==> config.mk <==
export PLATFORM = sky130hd
export DESIGN_NAME = gap_material_trial_update_top
export DESIGN_NICKNAME = d
export VERILOG_FILES = /design/src/gmtu_pkg.sv /design/src/gmtu_front.sv /design/src/gmtu_back.sv /design/src/gap_material_trial_update_top.sv
export SDC_FILE = /design/constraint.sdc
export NUM_CORES = 2
export LEC_CHECK = 0
export ABC_CLOCK_PERIOD_IN_PS = 14500
export BUFFER_PORTS_ARGS = -buffer_cell sky130_fd_sc_hd__buf_4
export CAP_MARGIN = 20
export CORE_MARGIN = 10
export CORE_UTILIZATION = 35
export DETAILED_ROUTE_END_ITERATION = 6
export PLACE_DENSITY = 0.46
export SYNTH_ARGS = -nofsm -noshare
export SYNTH_HDL_FRONTEND = slang
export SYNTH_SLANG_ARGS = --single-unit
==> constraint.sdc <==
create_clock -name clock -period 14.5 [get_ports clock]
set_input_delay 2.175 -clock clock [delete_from_list [all_inputs] [get_ports clock]]
set_output_delay 2.175 -clock clock [all_outputs]
set_load 0.02 [all_outputs]
==> src/gmtu_pkg.sv <==
// shared types and constants for the gap material trial update block
`timescale 1ns / 1ps

package gmtu_pkg;

   localparam int QUEUE_DEPTH = 2;
   localparam int DIV_STEPS = 59;
   localparam int MUL_STEPS = 32;

   localparam logic [30:0] RESET_MODULUS = 31'd256;
   localparam logic [30:0] RESET_YIELD = 31'd256;
   localparam logic [30:0] RESET_GAP = 31'd0;

   localparam logic [1:0] CSR_MODULUS = 2'd0;
   localparam logic [1:0] CSR_YIELD = 2'd1;
   localparam logic [1:0] CSR_GAP = 2'd2;

   localparam logic [1:0] DIR_NONE = 2'd0;
   localparam logic [1:0] DIR_LOAD = 2'd1;
   localparam logic [1:0] DIR_UNLOAD = 2'd2;

   typedef enum logic [1:0] {
      CMD_UPDATE = 2'd0,
      CMD_COMMIT = 2'd1,
      CMD_REVERT = 2'd2,
      CMD_CLEAR = 2'd3
   } cmd_type;

   typedef enum logic [1:0] {
      ST_IDLE,
      ST_DIV,
      ST_MUL,
      ST_DONE
   } state_type;

   typedef struct packed {
      cmd_type cmd;
      logic [31:0] strain;
   } item_type;

   typedef struct packed {
      logic valid;
      item_type item;
   } queue_out_type;

   // saturate a wide two's complement value to 32 bits
   function automatic logic [31:0] sat32(input logic [60:0] v);
      logic [31:0] r;
      if (v[60:31] == '0 || v[60:31] == '1) begin
         r = v[31:0];
      end else if (v[60]) begin
         r = 32'h8000_0000;
      end else begin
         r = 32'h7FFF_FFFF;
      end
      return r;
   endfunction

endpackage

==> src/gmtu_front.sv <==
// front end: accepts commands, decodes them and queues them for the back end
`timescale 1ns / 1ps

module gmtu_front #(
   parameter int QueueDepth = gmtu_pkg::QUEUE_DEPTH
) (
   input  logic                    clock,
   input  logic                    reset,
   input  logic                    req_valid,
   output logic                    req_stall,
   input  logic [1:0]              req_command,
   input  logic [31:0]             req_strain_in,
   output gmtu_pkg::queue_out_type q_out,
   input  logic                    q_pop
);

   localparam int PtrW = $clog2(QueueDepth);
   localparam int CntW = $clog2(QueueDepth + 1);

   gmtu_pkg::item_type mem_ff [QueueDepth];
   logic [PtrW-1:0] wr_ptr_ff, wr_ptr_in, rd_ptr_ff, rd_ptr_in;
   logic [CntW-1:0] count_ff, count_in;
   logic push;
   gmtu_pkg::item_type item;

   assign req_stall = (count_ff == CntW'(QueueDepth));
   assign push = req_valid && !req_stall;

   always_comb begin
      item.cmd = gmtu_pkg::cmd_type'(req_command);
      item.strain = req_strain_in;
   end

   always_comb begin
      wr_ptr_in = wr_ptr_ff;
      rd_ptr_in = rd_ptr_ff;
      count_in = count_ff;
      if (push) begin
         wr_ptr_in = (wr_ptr_ff == PtrW'(QueueDepth - 1)) ? '0 : wr_ptr_ff + 1'b1;
      end
      if (q_pop) begin
         rd_ptr_in = (rd_ptr_ff == PtrW'(QueueDepth - 1)) ? '0 : rd_ptr_ff + 1'b1;
      end
      if (push && !q_pop) begin
         count_in = count_ff + 1'b1;
      end else if (!push && q_pop) begin
         count_in = count_ff - 1'b1;
      end
   end

   always_ff @(posedge clock) begin
      if (reset) begin
         wr_ptr_ff <= '0;
         rd_ptr_ff <= '0;
         count_ff <= '0;
      end else begin
         wr_ptr_ff <= wr_ptr_in;
         rd_ptr_ff <= rd_ptr_in;
         count_ff <= count_in;
      end
   end

   always_ff @(posedge clock) begin
      if (push) begin
         mem_ff[wr_ptr_ff] <= item;
      end
   end

   assign q_out.valid = (count_ff != '0);
   assign q_out.item = mem_ff[rd_ptr_ff];

endmodule

==> src/gmtu_back.sv <==
// back end: material state, iterative divider and multiplier, result register
`timescale 1ns / 1ps

module gmtu_back (
   input  logic                    clock,
   input  logic                    reset,
   input  gmtu_pkg::queue_out_type q_out,
   output logic                    q_pop,
   input  logic [30:0]             modulus,
   input  logic [30:0]             yield_level,
   input  logic [30:0]             gap_size,
   output logic                    rsp_valid,
   input  logic                    rsp_stall,
   output logic [30:0]             rsp_stress_out,
   output logic [30:0]             rsp_tangent_out,
   output logic                    rsp_clamped
);

   gmtu_pkg::state_type state_ff, state_in;

   logic [31:0] c_strain_ff, c_strain_in, c_res_ff, c_res_in;
   logic [30:0] c_stress_ff, c_stress_in;
   logic        c_stiff_ff, c_stiff_in;
   logic [1:0]  c_dir_ff, c_dir_in;
   logic [31:0] p_strain_ff, p_strain_in, p_res_ff, p_res_in;
   logic [30:0] p_stress_ff, p_stress_in;
   logic        p_stiff_ff, p_stiff_in;
   logic [1:0]  p_dir_ff, p_dir_in;

   logic [5:0]  cnt_ff, cnt_in;
   logic [30:0] rem_ff, rem_in;
   logic [58:0] quo_ff, quo_in;
   logic [31:0] inc_ff, inc_in;
   logic [62:0] mcand_ff, mcand_in;
   logic [63:0] acc_ff, acc_in;

   logic        rsp_valid_ff, rsp_valid_in;
   logic [30:0] rsp_stress_ff, rsp_stress_in, rsp_tangent_ff, rsp_tangent_in;
   logic        rsp_clamped_ff, rsp_clamped_in;

   logic        take, load_rsp, div_last, mul_last;
   logic [32:0] inc_full;
   logic [33:0] gap_inc;
   logic        inc_zero, inc_pos, unload_case;
   logic [30:0] divisor;
   logic [31:0] rem_sh;
   logic        q_bit;
   logic [58:0] quo_next;
   logic [60:0] res_wide;
   logic [35:0] prod;
   logic [36:0] s_wide;

   assign take = q_out.valid && !rsp_valid_ff && (state_ff == gmtu_pkg::ST_IDLE);
   assign div_last = (cnt_ff == 6'(gmtu_pkg::DIV_STEPS - 1));
   assign mul_last = (cnt_ff == 6'(gmtu_pkg::MUL_STEPS - 1));

   assign inc_full = {q_out.item.strain[31], q_out.item.strain} - {c_strain_ff[31], c_strain_ff};
   assign gap_inc = {{2{q_out.item.strain[31]}}, q_out.item.strain} - {3'b0, gap_size}
                    - {{2{c_res_ff[31]}}, c_res_ff};
   assign inc_zero = (inc_full == '0);
   assign inc_pos = !inc_full[32] && !inc_zero;
   assign unload_case = inc_full[32] && (c_dir_ff == gmtu_pkg::DIR_LOAD) && (c_stress_ff != '0);

   assign divisor = (modulus == '0) ? 31'd1 : modulus;
   assign rem_sh = {rem_ff, quo_ff[58]};
   assign q_bit = (rem_sh >= {1'b0, divisor});
   assign quo_next = {quo_ff[57:0], q_bit};
   assign res_wide = {{29{c_strain_ff[31]}}, c_strain_ff} - {2'b0, quo_next}
                     - {30'b0, gap_size};

   // floor of the q.36 product down to q28.8 is an arithmetic shift
   assign prod = acc_ff[63:28];
   assign s_wide = {6'b0, c_stress_ff} + {prod[35], prod};

   always_comb begin
      state_in = state_ff;
      case (state_ff)
         gmtu_pkg::ST_IDLE: begin
            if (take && (q_out.item.cmd == gmtu_pkg::CMD_UPDATE) && !inc_zero) begin
               state_in = unload_case ? gmtu_pkg::ST_DIV : gmtu_pkg::ST_MUL;
            end
         end
         gmtu_pkg::ST_DIV: begin
            if (div_last) begin
               state_in = gmtu_pkg::ST_MUL;
            end
         end
         gmtu_pkg::ST_MUL: begin
            if (mul_last) begin
               state_in = gmtu_pkg::ST_DONE;
            end
         end
         gmtu_pkg::ST_DONE: state_in = gmtu_pkg::ST_IDLE;
         default: state_in = gmtu_pkg::ST_IDLE;
      endcase
   end

   always_comb begin
      q_pop = 1'b0;
      load_rsp = 1'b0;
      c_strain_in = c_strain_ff;
      c_stress_in = c_stress_ff;
      c_stiff_in = c_stiff_ff;
      c_res_in = c_res_ff;
      c_dir_in = c_dir_ff;
      p_strain_in = p_strain_ff;
      p_stress_in = p_stress_ff;
      p_stiff_in = p_stiff_ff;
      p_res_in = p_res_ff;
      p_dir_in = p_dir_ff;
      cnt_in = cnt_ff;
      rem_in = rem_ff;
      quo_in = quo_ff;
      inc_in = inc_ff;
      mcand_in = mcand_ff;
      acc_in = acc_ff;
      case (state_ff)
         gmtu_pkg::ST_IDLE: begin
            if (take) begin
               q_pop = 1'b1;
               case (q_out.item.cmd)
                  gmtu_pkg::CMD_UPDATE: begin
                     p_strain_in = q_out.item.strain;
                     if (inc_zero) begin
                        load_rsp = 1'b1;
                     end else begin
                        p_res_in = c_res_ff;
                        p_dir_in = inc_pos ? gmtu_pkg::DIR_LOAD : gmtu_pkg::DIR_UNLOAD;
                        if (inc_pos && (c_stress_ff == '0)) begin
                           inc_in = gmtu_pkg::sat32({{27{gap_inc[33]}}, gap_inc});
                        end else begin
                           inc_in = gmtu_pkg::sat32({{28{inc_full[32]}}, inc_full});
                        end
                        cnt_in = '0;
                        rem_in = '0;
                        quo_in = {c_stress_ff, 28'b0};
                        mcand_in = {32'b0, modulus};
                        acc_in = '0;
                     end
                  end
                  gmtu_pkg::CMD_COMMIT: begin
                     load_rsp = 1'b1;
                     c_strain_in = p_strain_ff;
                     c_stress_in = p_stress_ff;
                     c_stiff_in = p_stiff_ff;
                     c_res_in = p_res_ff;
                     c_dir_in = p_dir_ff;
                  end
                  gmtu_pkg::CMD_REVERT: begin
                     load_rsp = 1'b1;
                     p_strain_in = c_strain_ff;
                     p_stress_in = c_stress_ff;
                     p_stiff_in = c_stiff_ff;
                     p_res_in = c_res_ff;
                     p_dir_in = c_dir_ff;
                  end
                  gmtu_pkg::CMD_CLEAR: begin
                     load_rsp = 1'b1;
                     c_strain_in = '0;
                     c_stress_in = '0;
                     c_stiff_in = 1'b1;
                     c_res_in = '0;
                     c_dir_in = gmtu_pkg::DIR_NONE;
                     p_strain_in = '0;
                     p_stress_in = '0;
                     p_stiff_in = 1'b1;
                     p_res_in = '0;
                     p_dir_in = gmtu_pkg::DIR_NONE;
                  end
                  default: load_rsp = 1'b1;
               endcase
            end
         end
         gmtu_pkg::ST_DIV: begin
            // restoring division, one quotient bit a cycle
            rem_in = q_bit ? 31'(rem_sh - {1'b0, divisor}) : rem_sh[30:0];
            quo_in = quo_next;
            cnt_in = div_last ? '0 : cnt_ff + 1'b1;
            if (div_last) begin
               p_res_in = gmtu_pkg::sat32(res_wide);
            end
         end
         gmtu_pkg::ST_MUL: begin
            // shift and add; the top bit of the increment carries negative weight
            if (inc_ff[0]) begin
               acc_in = mul_last ? acc_ff - {1'b0, mcand_ff} : acc_ff + {1'b0, mcand_ff};
            end
            inc_in = {1'b0, inc_ff[31:1]};
            mcand_in = {mcand_ff[61:0], 1'b0};
            cnt_in = cnt_ff + 1'b1;
         end
         gmtu_pkg::ST_DONE: begin
            load_rsp = 1'b1;
            if (s_wide[36]) begin
               p_stress_in = '0;
               p_stiff_in = 1'b0;
            end else if (s_wide[35:0] > {5'b0, yield_level}) begin
               p_stress_in = yield_level;
               p_stiff_in = 1'b0;
            end else begin
               p_stress_in = s_wide[30:0];
               p_stiff_in = 1'b1;
            end
         end
         default: begin
         end
      endcase
   end

   always_comb begin
      rsp_valid_in = rsp_valid_ff && rsp_stall;
      if (load_rsp) begin
         rsp_valid_in = 1'b1;
      end
      rsp_stress_in = p_stress_in;
      rsp_tangent_in = p_stiff_in ? modulus : '0;
      rsp_clamped_in = !p_stiff_in;
   end

   always_ff @(posedge clock) begin
      if (reset) begin
         state_ff <= gmtu_pkg::ST_IDLE;
         rsp_valid_ff <= 1'b0;
         c_strain_ff <= '0;
         c_stress_ff <= '0;
         c_stiff_ff <= 1'b1;
         c_res_ff <= '0;
         c_dir_ff <= gmtu_pkg::DIR_NONE;
         p_strain_ff <= '0;
         p_stress_ff <= '0;
         p_stiff_ff <= 1'b1;
         p_res_ff <= '0;
         p_dir_ff <= gmtu_pkg::DIR_NONE;
         cnt_ff <= '0;
      end else begin
         state_ff <= state_in;
         rsp_valid_ff <= rsp_valid_in;
         c_strain_ff <= c_strain_in;
         c_stress_ff <= c_stress_in;
         c_stiff_ff <= c_stiff_in;
         c_res_ff <= c_res_in;
         c_dir_ff <= c_dir_in;
         p_strain_ff <= p_strain_in;
         p_stress_ff <= p_stress_in;
         p_stiff_ff <= p_stiff_in;
         p_res_ff <= p_res_in;
         p_dir_ff <= p_dir_in;
         cnt_ff <= cnt_in;
      end
   end

   always_ff @(posedge clock) begin
      rem_ff <= rem_in;
      quo_ff <= quo_in;
      inc_ff <= inc_in;
      mcand_ff <= mcand_in;
      acc_ff <= acc_in;
      if (load_rsp) begin
         rsp_stress_ff <= rsp_stress_in;
         rsp_tangent_ff <= rsp_tangent_in;
         rsp_clamped_ff <= rsp_clamped_in;
      end
   end

   assign rsp_valid = rsp_valid_ff;
   assign rsp_stress_out = rsp_stress_ff;
   assign rsp_tangent_out = rsp_tangent_ff;
   assign rsp_clamped = rsp_clamped_ff;

`ifndef ASSERT_OFF
   a_busy_no_rsp: assert property (@(posedge clock) disable iff (reset)
      (state_ff != gmtu_pkg::ST_IDLE) |-> !rsp_valid_ff)
      else $error("back end busy while a result is held");
   a_pop_progress: assert property (@(posedge clock) disable iff (reset)
      q_pop |=> (state_ff != gmtu_pkg::ST_IDLE) || rsp_valid_ff)
      else $error("popped command neither running nor answered");
   a_div_count: assert property (@(posedge clock) disable iff (reset)
      (state_ff == gmtu_pkg::ST_DIV) |-> (cnt_ff < 6'(gmtu_pkg::DIV_STEPS)))
      else $error("divider step count overrun");
   a_dir_valid: assert property (@(posedge clock) disable iff (reset)
      (c_dir_ff == gmtu_pkg::DIR_NONE || c_dir_ff == gmtu_pkg::DIR_LOAD ||
       c_dir_ff == gmtu_pkg::DIR_UNLOAD) &&
      (p_dir_ff == gmtu_pkg::DIR_NONE || p_dir_ff == gmtu_pkg::DIR_LOAD ||
       p_dir_ff == gmtu_pkg::DIR_UNLOAD))
      else $error("load direction code not produced by any command");
`endif

endmodule

==> src/gap_material_trial_update_top.sv <==
// top level of the gap material trial update block
`timescale 1ns / 1ps

// One-dimensional gap material point with trial and committed state. Commands
// go into a short queue and are carried out one at a time by the back end;
// the result of each transfer is held in an output register while the next
// commands queue up. Commit, revert, clear and an update with zero increment
// are answered directly from the idle state. Any other update runs the 32-step
// shift-and-add multiplier between setup and clamp; an unload after loading
// with nonzero stress first runs the 59-step restoring divider.

module gap_material_trial_update_top #(
   parameter int QueueDepth = gmtu_pkg::QUEUE_DEPTH
) (
   input  logic        clock,
   input  logic        reset,
   input  logic        req_valid,
   output logic        req_stall,
   input  logic [1:0]  req_command,
   input  logic [31:0] req_strain_in,
   output logic        rsp_valid,
   input  logic        rsp_stall,
   output logic [30:0] rsp_stress_out,
   output logic [30:0] rsp_tangent_out,
   output logic        rsp_clamped,
   input  logic        csr_write_en,
   input  logic [1:0]  csr_index,
   input  logic [30:0] csr_wdata
);

   gmtu_pkg::queue_out_type q_out;
   logic q_pop;
   logic [30:0] modulus_ff, modulus_in, yield_ff, yield_in, gap_ff, gap_in;

   always_comb begin
      modulus_in = modulus_ff;
      yield_in = yield_ff;
      gap_in = gap_ff;
      if (csr_write_en) begin
         case (csr_index)
            gmtu_pkg::CSR_MODULUS: modulus_in = csr_wdata;
            gmtu_pkg::CSR_YIELD: yield_in = csr_wdata;
            gmtu_pkg::CSR_GAP: gap_in = csr_wdata;
            default: begin
            end
         endcase
      end
   end

   always_ff @(posedge clock) begin
      if (reset) begin
         modulus_ff <= gmtu_pkg::RESET_MODULUS;
         yield_ff <= gmtu_pkg::RESET_YIELD;
         gap_ff <= gmtu_pkg::RESET_GAP;
      end else begin
         modulus_ff <= modulus_in;
         yield_ff <= yield_in;
         gap_ff <= gap_in;
      end
   end

   gmtu_front #(
      .QueueDepth(QueueDepth)
   ) u_front (
      .clock(clock),
      .reset(reset),
      .req_valid(req_valid),
      .req_stall(req_stall),
      .req_command(req_command),
      .req_strain_in(req_strain_in),
      .q_out(q_out),
      .q_pop(q_pop)
   );

   gmtu_back u_back (
      .clock(clock),
      .reset(reset),
      .q_out(q_out),
      .q_pop(q_pop),
      .modulus(modulus_ff),
      .yield_level(yield_ff),
      .gap_size(gap_ff),
      .rsp_valid(rsp_valid),
      .rsp_stall(rsp_stall),
      .rsp_stress_out(rsp_stress_out),
      .rsp_tangent_out(rsp_tangent_out),
      .rsp_clamped(rsp_clamped)
   );

endmodule
==> flow_summary.json <==
{
  "cp-end-kind": "flop",
  "grt_pass1_wl_microns": 238400,
  "synth_xor_area_share_pct": 5.584,
  "p_leak_nw": 19.67,
  "dieArea_sq_um": 145700,
  "yosysMostFrequentCell": "nand2_1",
  "synth_top_family_by_area": "compound AO/OA/AOI/OAI gates",
  "dp_hpwl_microns": 119100,
  "cts_setup_buffers": 0,
  "cts_sinks": 683,
  "ys_types": 100,
  "yosys_most_used_dff": "edfxtp_1",
  "synth.top_cell.area_share_pct": 24.91,
  "synth_seq_cells": 683,
  "irDropWorstVdd_mv": 0.1147,
  "yosysSeqAreaShare_pct": 38.16,
  "cts.path.max_buffers": 3,
  "cap_violations": 0,
  "rsz0062_at_grt": "no",
  "initial_utilization_pct": 35.28,
  "syn-num-nets": 5681,
  "grtUsageTotal_pct": 21.07,
  "num_rows": 132,
  "cts-root-buf": "clkbuf_16",
  "p_comb_share_pct": 51.8,
  "worstMarginPinSlew_ps": 1084,
  "crit_top_cell": "fa_1",
  "numCtsBuffers": 87,
  "internal-power_mw": 5.730,
  "syn_inst": 5222,
  "outcome": "finished clean",
  "synth.area.top_cells": "edfxtp_1, dfxtp_1, ha_1",
  "clock.fmax_mhz": 105.5,
  "place.gp.congestion": 0.8719,
  "h-tree-depth": 3,
  "cts_tree": "built",
  "cts.reportedPaths.clkPinSlew_ps": 60,
  "antenna_left": 0,
  "cts_resized": 0,
  "hold_path_class": "reg -> reg",
  "grt_pass1_vias": 37120,
  "antenna_found_initial": 10,
  "critPathRequiredTime_ps": 15060,
  "drv_slew": 0,
  "fin_cells": 7084,
  "syn-mean-instance-area_sq_um": 8.771,
  "final.period_utilization_pct": 65.34,
  "synth_top_cell_by_area": "edfxtp_1",
  "die_w_microns": 381.8,
  "totalWireLength_microns": 160100,
  "grt_overflow": 0,
  "p_clk_share_pct": 21.1,
  "syn2layout_area_growth_pct": 12.45,
  "cp_slowest_cell": "a2111oi_0",
  "dp.cells": 6919,
  "hold_buffers": 0,
  "fin_crit_ps": 9475,
  "fin_worst_skew_ps": 42.11,
  "vias": 39010,
  "power_density_nw_per_um2": 199.7,
  "slowest_delay_ps": 700,
  "yosys_warnings": 0,
  "grt_max_degree": 161,
  "synth_compound_area_share_pct": 20.33,
  "fp.dieH_microns": 381.8,
  "io_pins": 137,
  "portBuffers": 136,
  "hold_violations": 0,
  "synth_common_cells": "nand2_1, a21oi_1, nor2_1",
  "worst_ep_arrival_time_ps": 10030,
  "netlist_area_sq_um": 45800,
  "routed_via_density": 5.506,
  "drc_errors": 0,
  "yosys.area_share.simple_pct": 17.48,
  "post_drt_wl_per_cell_microns": 22.60,
  "muxShareOfSynthArea_pct": 2.491,
  "p_switching_mw": 4.557,
  "synth_adder_area_share_pct": 11.18,
  "setup_viol": 0,
  "crit_fanout": 31,
  "drt-pass1-iter-count": 5,
  "design.core.area_sq_um": 129800,
  "insertion_delay_ps": 710,
  "finalSetupTns_ps": 0,
  "drive_above_1_share_pct": 8.948,
  "fillers": 13410,
  "synth-edff-count": 380,
  "async_flop_share_pct": 0,
  "slew_headroom_pct": 27.76,
  "diodes": 0,
  "start_kind": "flop",
  "pwr-share-seq_pct": 27.1,
  "drtIter0Drc": 2987,
  "crit_type": "reg -> reg",
  "switching_share_pct": 44.30,
  "nets": 5726
}
through the flow:
stage / worst slack [ps] / hold slack (ps) / util, % / power (mW) / area, sq um
floorplan: 6500 / 436.3 / - / 6.531 / 45800
CTS: 5056 / 453.9 / 39.67 / 10.34 / 51500
global route: 4269 / 469.1 / 39.68 / 11.00 / 51510
finish: 5025 / 456.2 / 39.68 / 10.29 / 51510
detailed placement: 5121 / 446.8 / 37.48 / 8.117 / 48650
global placement: 5194 / 444.5 / 37.48 / 8.126 / 48650
state kept, by name (all words and copies together), names as in the netlist, 32 cells and up, named ones only:
register	count
u_back.c_strain_ff	32
u_back.acc_ff	64
u_back.mcand_ff	63
u_back.c_res_ff	32
u_front.mem_ff	68
u_back.p_res_ff	32
u_back.inc_ff	32
u_back.quo_ff	59
u_back.p_strain_ff	32
routing by layer:
metal  vias up  global-route usage, %  routed length, microns
met2      1012                  33.37                   71630
met5         -                      0                       0
met3       198                  3.141                    8395
met4         0                  5.523                    4184
met1     18870                  29.75                   75910
li1      18930                      -                       -
final timing paths:
path                                                 start  slack, ps  depth (start not counted)                              end
worst max-delay path            modulus_ff[1]$_SDFFE_PP0P_       5030                         37  u_back.p_res_ff[6]$_SDFFE_PP0P_
worst min-delay path               gap_ff[23]$_SDFFE_PP0P_        460                          2          gap_ff[23]$_SDFFE_PP0P_
worst max register to register  modulus_ff[1]$_SDFFE_PP0P_       5030                         37  u_back.p_res_ff[6]$_SDFFE_PP0P_
worst min register to register     gap_ff[23]$_SDFFE_PP0P_        460                          2          gap_ff[23]$_SDFFE_PP0P_
layout make-up:
type                            instances  area (sq um)  area share (%)
Tap cell                             1742          2180           4.232
Timing Repair Buffer                  186          1416           2.750
Clock inverter                         46         377.9          0.7336
Clock buffer                          118          2467           4.790
Multi-Input combinational cell       3964         26290           51.05
Sequential cell                       683         17480           33.93
Inverter                              345          1295           2.514
worst max-delay path, delay by kind of cell (launching register included):
family	cells	cell delay (ps)
adder cells (fa/ha/maj)	5	1680
flip-flops	1	400
AND/OR/NAND/NOR	8	1380
AO/OA/AOI/OAI	20	4900
buffers and inverters	3	800
XOR/XNOR	1	110
power by group through the flow:
stage | logic [mW] | clock network (mW) | registers (mW)
floorplan | 3.69 | 0 | 2.84
global placement | 5.29 | 0 | 2.83
detailed placement | 5.28 | 0 | 2.83
CTS | 5.32 | 2.22 | 2.80
global route | 5.88 | 2.30 | 2.83
finish | 5.33 | 2.17 | 2.79
logic make-up after synthesis:
kind of cell    after synthesis
compound gates             1483
mux                         106
buf+inv                     575
flops                       683
fa+ha+maj                   387
simple gates               1696
xor+xnor                    292
layout by cell type (no fill, tap or decap), types with 81 or more instances in the layout:
cell       instances
a21oi_1          565
inv_1            342
edfxtp_1         380
nand3_1          177
nand2_1          588
buf_4            184
xnor2_1          153
a21o_1           125
and2_1            81
xor2_1           139
dfxtp_1          302
clkbuf_16         90
o21ai_0          245
ha_1             348
nor3_1            90
nor2_1           378
Power figures use the tool's default switching activity.
